$ cat config.mk
export PLATFORM = sky130hd
export DESIGN_NAME = quadrature_encoder_speed_meter_core
export DESIGN_NICKNAME = d
export VERILOG_FILES = /design/src/sv/qesm_pkg.sv /design/src/sv/quadrature_encoder_speed_meter_core.sv
export VERILOG_INCLUDE_DIRS = /design/src /design/src/sv
export SDC_FILE = /design/constraint.sdc
export NUM_CORES = 2
export LEC_CHECK = 0
export BUFFER_PORTS_ARGS = -buffer_cell sky130_fd_sc_hd__buf_2
export CORE_UTILIZATION = 60
export CTS_BUF_LIST = sky130_fd_sc_hd__clkbuf_16
export CTS_CLUSTER_DIAMETER = 40
export DETAILED_ROUTE_END_ITERATION = 7
export PLACE_DENSITY = 0.79
export SLEW_MARGIN = 20
export SYNTH_ARGS = -nofsm -noshare
export SYNTH_HDL_FRONTEND = slang
export SYNTH_SLANG_ARGS = --single-unit
export TNS_END_PERCENT = 10
$ cat constraint.sdc
create_clock -name clock -period 10.25 [get_ports clock]
set_clock_uncertainty 0.1 [all_clocks]
set_input_delay 1.025 -clock clock [delete_from_list [all_inputs] [get_ports clock]]
set_output_delay 1.025 -clock clock [all_outputs]
set_load 0.005 [all_outputs]
$ cat src/sv/quadrature_encoder_speed_meter_core_macros.svh
// Assertion macros shared by the encoder speed meter RTL.
// Each macro checks on the rising edge of clock and is off while reset is high.
`ifndef QUADRATURE_ENCODER_SPEED_METER_CORE_MACROS_SVH
`define QUADRATURE_ENCODER_SPEED_METER_CORE_MACROS_SVH

`ifndef NO_ASSERTIONS

// Condition that must hold at every edge
`define QESM_ASSERT_ALWAYS(label, cond, msg) \
   label: assert property (@(posedge clock) disable iff (reset) (cond)) \
      else $error(msg);

// Antecedent at one edge implies consequent at the next edge
`define QESM_ASSERT_NEXT(label, ante, cons, msg) \
   label: assert property (@(posedge clock) disable iff (reset) (ante) |=> (cons)) \
      else $error(msg);

`else

`define QESM_ASSERT_ALWAYS(label, cond, msg)
`define QESM_ASSERT_NEXT(label, ante, cons, msg)

`endif

`endif

$ cat src/sv/qesm_pkg.sv
package qesm_pkg;

   // Width of the wrapping position counter (8 to 32)
   localparam int CountWidth = 32;

   // Configuration port
   localparam int CsrDataWidth  = 32;
   localparam int CsrAddrWidth  = 3;
   localparam int CsrIndexWidth = CsrAddrWidth - 2;
   localparam int ScaleWidth    = 16;
   localparam logic [ScaleWidth-1:0] ScaleReset = 16'd1920;

   // Register indexes
   localparam logic [CsrIndexWidth-1:0] RegRpmPerCountQ8 = 1'b0;

   // Result field widths
   localparam int PosWidth   = 32;
   localparam int SpeedWidth = 48;

   typedef struct packed {
      logic chan_a;
      logic chan_b;
      logic window_tick;
   } qesm_req_type;

   typedef struct packed {
      logic signed [PosWidth-1:0]   position_count;
      logic signed [PosWidth-1:0]   count_delta;
      logic signed [SpeedWidth-1:0] speed_rpm_q8;
      logic                         speed_updated;
   } qesm_rsp_type;

endpackage

$ cat src/sv/quadrature_encoder_speed_meter_core.sv
// Quadrature encoder counter with windowed speed measurement.
// Each accepted item passes through three registers (input register, decode/count
// register, multiply/result register); the count state updates in the second.
// Throughput: one transaction per cycle unless rsp_stall holds the pipeline.
// Reset (synchronous, active high): pipeline empty, counters and speed cleared,
// channel levels unprimed, rpm_per_count_q8 back to 1920.
`include "quadrature_encoder_speed_meter_core_macros.svh"

module quadrature_encoder_speed_meter_core (
   input  logic                                 clock,
   input  logic                                 reset,
   // input channel
   input  logic                                 req_valid,
   output logic                                 req_stall,
   input  qesm_pkg::qesm_req_type               req_data,
   // result channel
   output logic                                 rsp_valid,
   input  logic                                 rsp_stall,
   output qesm_pkg::qesm_rsp_type               rsp_data,
   // configuration port
   input  logic                                 csr_psel,
   input  logic                                 csr_penable,
   input  logic                                 csr_pwrite,
   input  logic [qesm_pkg::CsrAddrWidth-1:0]    csr_paddr,
   input  logic [qesm_pkg::CsrDataWidth-1:0]    csr_pwdata,
   output logic [qesm_pkg::CsrDataWidth-1:0]    csr_prdata,
   output logic                                 csr_pready
);

   localparam int CW = qesm_pkg::CountWidth;
   localparam int PW = qesm_pkg::PosWidth;
   localparam int SW = qesm_pkg::SpeedWidth;
   localparam int KW = qesm_pkg::ScaleWidth;

   // Configuration register
   logic [KW-1:0] scale_ff, scale_in;
   logic [qesm_pkg::CsrIndexWidth-1:0] csr_index;
   logic csr_write;

   // Pipeline control
   logic s0_valid_ff, s0_valid_in;
   logic s1_valid_ff, s1_valid_in;
   logic rsp_valid_ff, rsp_valid_in;
   logic load0, load1, load2;

   // Stage payloads
   qesm_pkg::qesm_req_type s0_data_ff;
   logic signed [PW-1:0] s1_pos_ff, s1_pos_in;
   logic signed [PW-1:0] s1_delta_ff;
   logic                 s1_tick_ff;
   qesm_pkg::qesm_rsp_type rsp_data_ff, rsp_data_in;

   // Decoder and window state
   logic          primed_ff, primed_in;
   logic          prev_a_ff, prev_a_in;
   logic          prev_b_ff, prev_b_in;
   logic [CW-1:0] edge_count_ff, edge_count_in;
   logic [CW-1:0] start_count_ff, start_count_in;
   logic signed [PW-1:0] last_delta_ff, last_delta_in;
   logic signed [SW-1:0] last_speed_ff, last_speed_in;

   logic [CW-1:0] delta_raw;
   logic signed [SW-1:0] product;

   // Check helpers
   logic [CW-1:0] count_move;
   logic          speed_same;

   // Configuration access
   assign csr_pready = 1'b1;
   assign csr_index  = csr_paddr[qesm_pkg::CsrAddrWidth-1:2];
   assign csr_write  = csr_psel && csr_penable && csr_pwrite;

   always_comb begin
      scale_in = scale_ff;
      if (csr_write && (csr_index == qesm_pkg::RegRpmPerCountQ8)) begin
         scale_in = csr_pwdata[KW-1:0];
      end
   end

   always_comb begin
      unique case (csr_index)
         qesm_pkg::RegRpmPerCountQ8: csr_prdata = qesm_pkg::CsrDataWidth'(scale_ff);
         default:                    csr_prdata = '0;
      endcase
   end

   // Pipeline advance: each stage loads when empty or draining
   assign load2 = s1_valid_ff && (!rsp_valid_ff || !rsp_stall);
   assign load1 = s0_valid_ff && (!s1_valid_ff || load2);
   assign req_stall = s0_valid_ff && !load1;
   assign load0 = req_valid && !req_stall;

   assign s0_valid_in  = load0 || (s0_valid_ff && !load1);
   assign s1_valid_in  = load1 || (s1_valid_ff && !load2);
   assign rsp_valid_in = load2 || (rsp_valid_ff && rsp_stall);

   // Quadrature decode and window update
   always_comb begin
      primed_in      = primed_ff;
      prev_a_in      = prev_a_ff;
      prev_b_in      = prev_b_ff;
      edge_count_in  = edge_count_ff;
      start_count_in = start_count_ff;
      last_delta_in  = last_delta_ff;

      if (!primed_ff) begin
         prev_a_in = s0_data_ff.chan_a;
         prev_b_in = s0_data_ff.chan_b;
         primed_in = 1'b1;
      end else if (s0_data_ff.chan_a != prev_a_ff) begin
         // A edge takes priority
         if (s0_data_ff.chan_a != s0_data_ff.chan_b) begin
            edge_count_in = edge_count_ff + CW'(1);
         end else begin
            edge_count_in = edge_count_ff - CW'(1);
         end
         prev_a_in = s0_data_ff.chan_a;
      end else if (s0_data_ff.chan_b != prev_b_ff) begin
         if (s0_data_ff.chan_a == s0_data_ff.chan_b) begin
            edge_count_in = edge_count_ff + CW'(1);
         end else begin
            edge_count_in = edge_count_ff - CW'(1);
         end
         prev_b_in = s0_data_ff.chan_b;
      end

      delta_raw = edge_count_in - start_count_ff;
      if (s0_data_ff.window_tick) begin
         last_delta_in  = PW'($signed(delta_raw));
         start_count_in = edge_count_in;
      end

      s1_pos_in = PW'($signed(edge_count_in));
   end

   // Speed multiply and result assembly; the exact product fits in SW bits
   always_comb begin
      product = $signed(s1_delta_ff) * $signed({1'b0, scale_ff});
      last_speed_in = last_speed_ff;
      if (s1_tick_ff) begin
         last_speed_in = product;
      end
      rsp_data_in.position_count = s1_pos_ff;
      rsp_data_in.count_delta    = s1_delta_ff;
      rsp_data_in.speed_rpm_q8   = last_speed_in;
      rsp_data_in.speed_updated  = s1_tick_ff;
   end

   // Control and state registers
   always_ff @(posedge clock) begin
      if (reset) begin
         scale_ff       <= qesm_pkg::ScaleReset;
         s0_valid_ff    <= 1'b0;
         s1_valid_ff    <= 1'b0;
         rsp_valid_ff   <= 1'b0;
         primed_ff      <= 1'b0;
         prev_a_ff      <= 1'b0;
         prev_b_ff      <= 1'b0;
         edge_count_ff  <= '0;
         start_count_ff <= '0;
         last_delta_ff  <= '0;
         last_speed_ff  <= '0;
      end else begin
         scale_ff     <= scale_in;
         s0_valid_ff  <= s0_valid_in;
         s1_valid_ff  <= s1_valid_in;
         rsp_valid_ff <= rsp_valid_in;
         if (load1) begin
            primed_ff      <= primed_in;
            prev_a_ff      <= prev_a_in;
            prev_b_ff      <= prev_b_in;
            edge_count_ff  <= edge_count_in;
            start_count_ff <= start_count_in;
            last_delta_ff  <= last_delta_in;
         end
         if (load2) begin
            last_speed_ff <= last_speed_in;
         end
      end
   end

   // Payload registers
   always_ff @(posedge clock) begin
      if (load0) begin
         s0_data_ff <= req_data;
      end
      if (load1) begin
         s1_pos_ff   <= s1_pos_in;
         s1_delta_ff <= last_delta_in;
         s1_tick_ff  <= s0_data_ff.window_tick;
      end
      if (load2) begin
         rsp_data_ff <= rsp_data_in;
      end
   end

   assign rsp_valid = rsp_valid_ff;
   assign rsp_data  = rsp_data_ff;

   // Checks
   assign count_move = edge_count_in - edge_count_ff + CW'(1);
   assign speed_same = (rsp_data_ff.speed_rpm_q8 == last_speed_ff);

   `QESM_ASSERT_ALWAYS(a_stall_needs_item, !req_stall || s0_valid_ff, "stall while empty")
   `QESM_ASSERT_NEXT(a_count_holds, !load1, $stable(edge_count_ff), "count moved while idle")
   `QESM_ASSERT_NEXT(a_prime_hold, load1 && !primed_ff, $stable(edge_count_ff), "priming counted")
   `QESM_ASSERT_ALWAYS(a_count_step, !load1 || (count_move <= CW'(2)), "count step over one")
   `QESM_ASSERT_ALWAYS(a_speed_matches, !rsp_valid_ff || speed_same, "speed differs from held")

endmodule
==> metrics.txt <==
# TYPE chip_impl_metric gauge
chip_impl_info{name="status",value="completed"} 1
chip_impl_metric{name="drive_gt1_share",unit="%"} 9.827
chip_impl_info{name="synth.area.top_cells",value="sky130_fd_sc_hd__fa_1 (28%), sky130_fd_sc_hd__edfxtp_1 (16%), sky130_fd_sc_hd__dfxtp_1 (9.5%)"} 1
chip_impl_metric{name="die_h",unit="um"} 243.6
chip_impl_metric{name="drt.antenna.violating_nets",unit=""} 0
chip_impl_metric{name="syn_area_per_cell",unit="um2"} 9.095
chip_impl_metric{name="clk_transition_reported_paths",unit="ps"} 60
chip_impl_metric{name="drc_errors",unit=""} 0
chip_impl_metric{name="slew-limit-headroom",unit="%"} 25.70
chip_impl_metric{name="num-fill-cells",unit=""} 4581
chip_impl_metric{name="drt_pass1_iterations",unit=""} 6
chip_impl_metric{name="cp.arrival",unit="ps"} 8380
chip_impl_metric{name="antenna_violations_before_repair",unit=""} 1
chip_impl_metric{name="place.gp.congestion",unit=""} 0.9754
chip_impl_info{name="start_to_end_type_of_the_worst_setup_path",value="flip-flop to flip-flop"} 1
chip_impl_metric{name="max_clock_freq",unit="MHz"} 123.2
chip_impl_metric{name="edff_count_synth",unit=""} 181
chip_impl_metric{name="critical_path.max_fanout",unit=""} 20
chip_impl_info{name="synth_flop_cell",value="sky130_fd_sc_hd__edfxtp_1"} 1
chip_impl_metric{name="global_router_s_overall_resource_usage",unit="%"} 31.91
chip_impl_metric{name="syn2layout_area_growth",unit="%"} 8.704
chip_impl_metric{name="synth.cell_area",unit="um2"} 35030
chip_impl_info{name="tritoncts",value="yes"} 1
chip_impl_metric{name="postSynthRegisterBits",unit=""} 347
chip_impl_metric{name="io_buffers",unit=""} 157
chip_impl_metric{name="setup_viol",unit=""} 0
chip_impl_metric{name="antenna_cells_inserted",unit=""} 0
chip_impl_metric{name="power.clock.fraction",unit="%"} 16.9
chip_impl_info{name="setup.worst_path.end_class",value="flip-flop"} 1
chip_impl_metric{name="totalWireLength",unit="mm"} 92.10
chip_impl_metric{name="worst_pin_slew",unit="ps"} 1115
chip_impl_metric{name="preCtsSetupSlack",unit="ps"} 2240
chip_impl_info{name="worst_setup_path_start_kind",value="flip-flop"} 1
chip_impl_metric{name="die_width",unit="um"} 243.6
chip_impl_metric{name="synth.distinct_cells",unit=""} 88
chip_impl_metric{name="cts_made_buffers",unit=""} 53
chip_impl_metric{name="synth_seq_area_share",unit="%"} 25.00
chip_impl_metric{name="vias",unit=""} 27610
chip_impl_metric{name="grt_max_degree",unit=""} 77
chip_impl_metric{name="p_int",unit="W"} 0.005422
chip_impl_metric{name="htreeDepth",unit=""} 2
chip_impl_metric{name="seqPwrFrac",unit="%"} 17.3
chip_impl_metric{name="powerDensity",unit="nW/um2"} 283.3
chip_impl_metric{name="initial_core_util",unit="%"} 60.72
chip_impl_metric{name="detail_route.vias_per_cell",unit=""} 5.870
chip_impl_metric{name="grt_first_pass_wirelength",unit="mm"} 148.6
chip_impl_metric{name="worst_ir_drop_vdd",unit="mV"} 0.3146
chip_impl_metric{name="max_cap_violations",unit=""} 0
chip_impl_metric{name="switching_share",unit="%"} 49.75
chip_impl_metric{name="postCtsResizedCells",unit=""} 0
chip_impl_metric{name="yosys_warnings",unit=""} 0
chip_impl_metric{name="fin_tns_setup",unit="ps"} 0
chip_impl_info{name="grt_setup_unrepaired",value="false"} 1
chip_impl_metric{name="leakage",unit="nW"} 17.40
chip_impl_metric{name="cts.hold.buffers_added",unit=""} 0
chip_impl_metric{name="finalHoldViolCount",unit=""} 0
chip_impl_metric{name="buffers_inserted_by_post_cts_timing_repair",unit=""} 0
chip_impl_info{name="netlist.top_cell.by_area",value="sky130_fd_sc_hd__fa_1"} 1
chip_impl_metric{name="finalWorstPathRequiredPeriod",unit="ps"} 8115
chip_impl_info{name="synth_top_cells_by_count",value="sky130_fd_sc_hd__inv_1 (659), sky130_fd_sc_hd__nand2_1 (543), sky130_fd_sc_hd__fa_1 (485)"} 1
chip_impl_metric{name="nNetsFinal",unit=""} 4570
chip_impl_metric{name="cp.required",unit="ps"} 10520
chip_impl_metric{name="yosysTopAreaCellShare",unit="%"} 27.72
chip_impl_metric{name="grt_remaining_overflow",unit=""} 0
chip_impl_info{name="post-synth-top-count-cell",value="sky130_fd_sc_hd__inv_1"} 1
chip_impl_metric{name="worst-r2r-setup-slack",unit="ps"} 2130
chip_impl_metric{name="netlist_instances",unit=""} 3852
chip_impl_metric{name="fp.coreArea",unit="um2"} 57700
chip_impl_metric{name="clkLatencyLatePin",unit="ps"} 620
chip_impl_metric{name="drtIter0Drc",unit=""} 2087
chip_impl_metric{name="placementRows",unit=""} 88
chip_impl_metric{name="cts_buffer_depth",unit=""} 3
chip_impl_metric{name="hpwl",unit="mm"} 66.84
chip_impl_metric{name="ys_async_sr_fraction",unit="%"} 0
chip_impl_info{name="root_buffer",value="sky130_fd_sc_hd__clkbuf_16"} 1
chip_impl_metric{name="final_cell_area",unit="um2"} 38080
chip_impl_metric{name="top_level_ports",unit=""} 193
chip_impl_metric{name="dieArea",unit="um2"} 59360
chip_impl_metric{name="pwr-share-comb",unit="%"} 65.7
chip_impl_metric{name="wire_per_inst",unit="um"} 19.58
chip_impl_metric{name="timing_max_transition_violations_final",unit=""} 0
chip_impl_metric{name="switching_power",unit="W"} 0.005368
chip_impl_metric{name="finalCritPeriodShare",unit="%"} 79.17
chip_impl_info{name="holdCritPathClass",value="flip-flop to flip-flop"} 1
chip_impl_metric{name="numClockSinks",unit=""} 347
chip_impl_metric{name="number_of_global_route_vias_before_repair",unit=""} 27930
chip_impl_metric{name="dpl_cell_area",unit="um2"} 36270
chip_impl_metric{name="postLayoutSetupSlackWorst",unit="ps"} 2135
==> final timing paths <==
| check | from | to | cells after the start |
|---|---|---|---|
| hold reg to reg | s1_pos_ff[19]$_DFFE_PP_ | rsp_data[100]$_DFFE_PP_ | 0 |
| setup / recovery | scale_ff[2]$_SDFFE_PP0P_ | rsp_data[42]$_DFFE_PP_ | 19 |
| hold / removal | s1_pos_ff[19]$_DFFE_PP_ | rsp_data[100]$_DFFE_PP_ | 0 |
| setup reg to reg | scale_ff[2]$_SDFFE_PP0P_ | rsp_data[42]$_DFFE_PP_ | 19 |
==> cells by family (layout without fill, tap and decap cells) <==
family                   after synthesis  count (layout)  share of synthesized area (%)
AO/OA/AOI/OAI                        566             566                          10.54
flip-flops                           347             347                          25.00
buffers and inverters                901             972                          9.908
multiplexers                          54              54                          1.714
adder cells (fa/ha/maj)              632             632                          32.97
AND/OR/NAND/NOR                     1260            1260                          17.60
XOR/XNOR                              90              90                          2.250
other                                  2              17                        0.02144
==> worst max-delay path: stages, from the launching register on <==
cell and delay (ps):
sky130_fd_sc_hd__dfxtp_1 1030, sky130_fd_sc_hd__buf_4 390, sky130_fd_sc_hd__nand2_1 110, sky130_fd_sc_hd__fa_1 530
sky130_fd_sc_hd__fa_1 510, sky130_fd_sc_hd__fa_1 510, sky130_fd_sc_hd__inv_1 60, sky130_fd_sc_hd__fa_1 510
sky130_fd_sc_hd__fa_1 530, sky130_fd_sc_hd__inv_1 60, sky130_fd_sc_hd__fa_1 500, sky130_fd_sc_hd__inv_1 50
sky130_fd_sc_hd__ha_1 460, sky130_fd_sc_hd__and3_1 270, sky130_fd_sc_hd__nand3_1 80, sky130_fd_sc_hd__nor3_1 350
sky130_fd_sc_hd__o2111ai_1 290, sky130_fd_sc_hd__a2111oi_0 1000, sky130_fd_sc_hd__nor4_1 100, sky130_fd_sc_hd__o31ai_1 420
==> cell usage in the layout (no fill, tap or decap), types with 16 or more instances in the layout <==
cell type	n
sky130_fd_sc_hd__o21ai_0	77
sky130_fd_sc_hd__ha_1	147
sky130_fd_sc_hd__o21a_1	25
sky130_fd_sc_hd__a211oi_1	32
sky130_fd_sc_hd__a21oi_1	199
sky130_fd_sc_hd__or3_1	34
sky130_fd_sc_hd__conb_1	17
sky130_fd_sc_hd__buf_4	54
sky130_fd_sc_hd__fa_1	485
sky130_fd_sc_hd__nand4_1	25
sky130_fd_sc_hd__a31oi_1	21
sky130_fd_sc_hd__dfxtp_1	166
sky130_fd_sc_hd__and2_1	239
sky130_fd_sc_hd__a21o_1	45
sky130_fd_sc_hd__o31ai_1	22
sky130_fd_sc_hd__inv_1	659
sky130_fd_sc_hd__edfxtp_1	181
sky130_fd_sc_hd__clkbuf_16	53
sky130_fd_sc_hd__xor2_1	24
sky130_fd_sc_hd__o211ai_1	16
sky130_fd_sc_hd__buf_2	156
sky130_fd_sc_hd__nand2b_1	17
sky130_fd_sc_hd__nand2_1	542
sky130_fd_sc_hd__nor2b_1	27
sky130_fd_sc_hd__mux2_2	48
sky130_fd_sc_hd__and3_1	25
sky130_fd_sc_hd__nand3_1	82
sky130_fd_sc_hd__nor3_1	56
sky130_fd_sc_hd__nor2_1	124
sky130_fd_sc_hd__o21bai_1	16
sky130_fd_sc_hd__nor4_1	22
sky130_fd_sc_hd__xnor2_1	65
==> state kept, by name (all words and copies together) (netlist names), 3 cells and up <==
register        cells
start_count_ff     32
rsp_data          113
edge_count_ff      32
last_speed_ff      48
last_delta_ff      32
s0_data_ff          3
scale_ff           16
s1_delta_ff        32
s1_pos_ff          32
==> through the flow <==
step           hold WS (ps)  power, W  util [%]  std cells
6_report              317.4   0.01079     66.00       4703
5_1_grt               313.6   0.01163     66.00       4703
4_1_cts               314.6   0.01071     66.00       4703
3_5_place_dp          305.6  0.008797     62.86       4603
3_3_place_gp          302.6  0.008716     62.86       4603
2_1_floorplan         300.3  0.006779         -       3867
==> power by group through the flow <==
stage	Clock, W	Sequential (W)	Combinational [W]
final	0.00182	0.00187	0.00709
after global routing	0.00190	0.00188	0.00785
after CTS	0.00184	0.00187	0.00700
after detailed placement	0	0.00189	0.00690
after global placement	0	0.00189	0.00683
after floorplan	0	0.00182	0.00496
==> metal layers <==
metal / global-route usage (%) / vias up / wire length (um)
met5: 0 / - / 0
met4: 17.22 / 0 / 5520
met3: 4.858 / 264 / 7263
met2: 52.80 / 1176 / 43960
met1: 40.44 / 13720 / 35350
li1: - / 12450 / -
==> cell type report <==
cell class / count / area, um2 / share of cell area, %
Clock buffer: 53 / 1326 / 3.483
Clock inverter: 47 / 485.5 / 1.275
Sequential cell: 347 / 8758 / 23.00
Multi-Input combinational cell: 2619 / 22880 / 60.07
Inverter: 662 / 2491 / 6.542
Timing Repair Buffer: 210 / 1186 / 3.115
Tap cell: 765 / 957.2 / 2.513
Power figures use the tool's default switching activity.
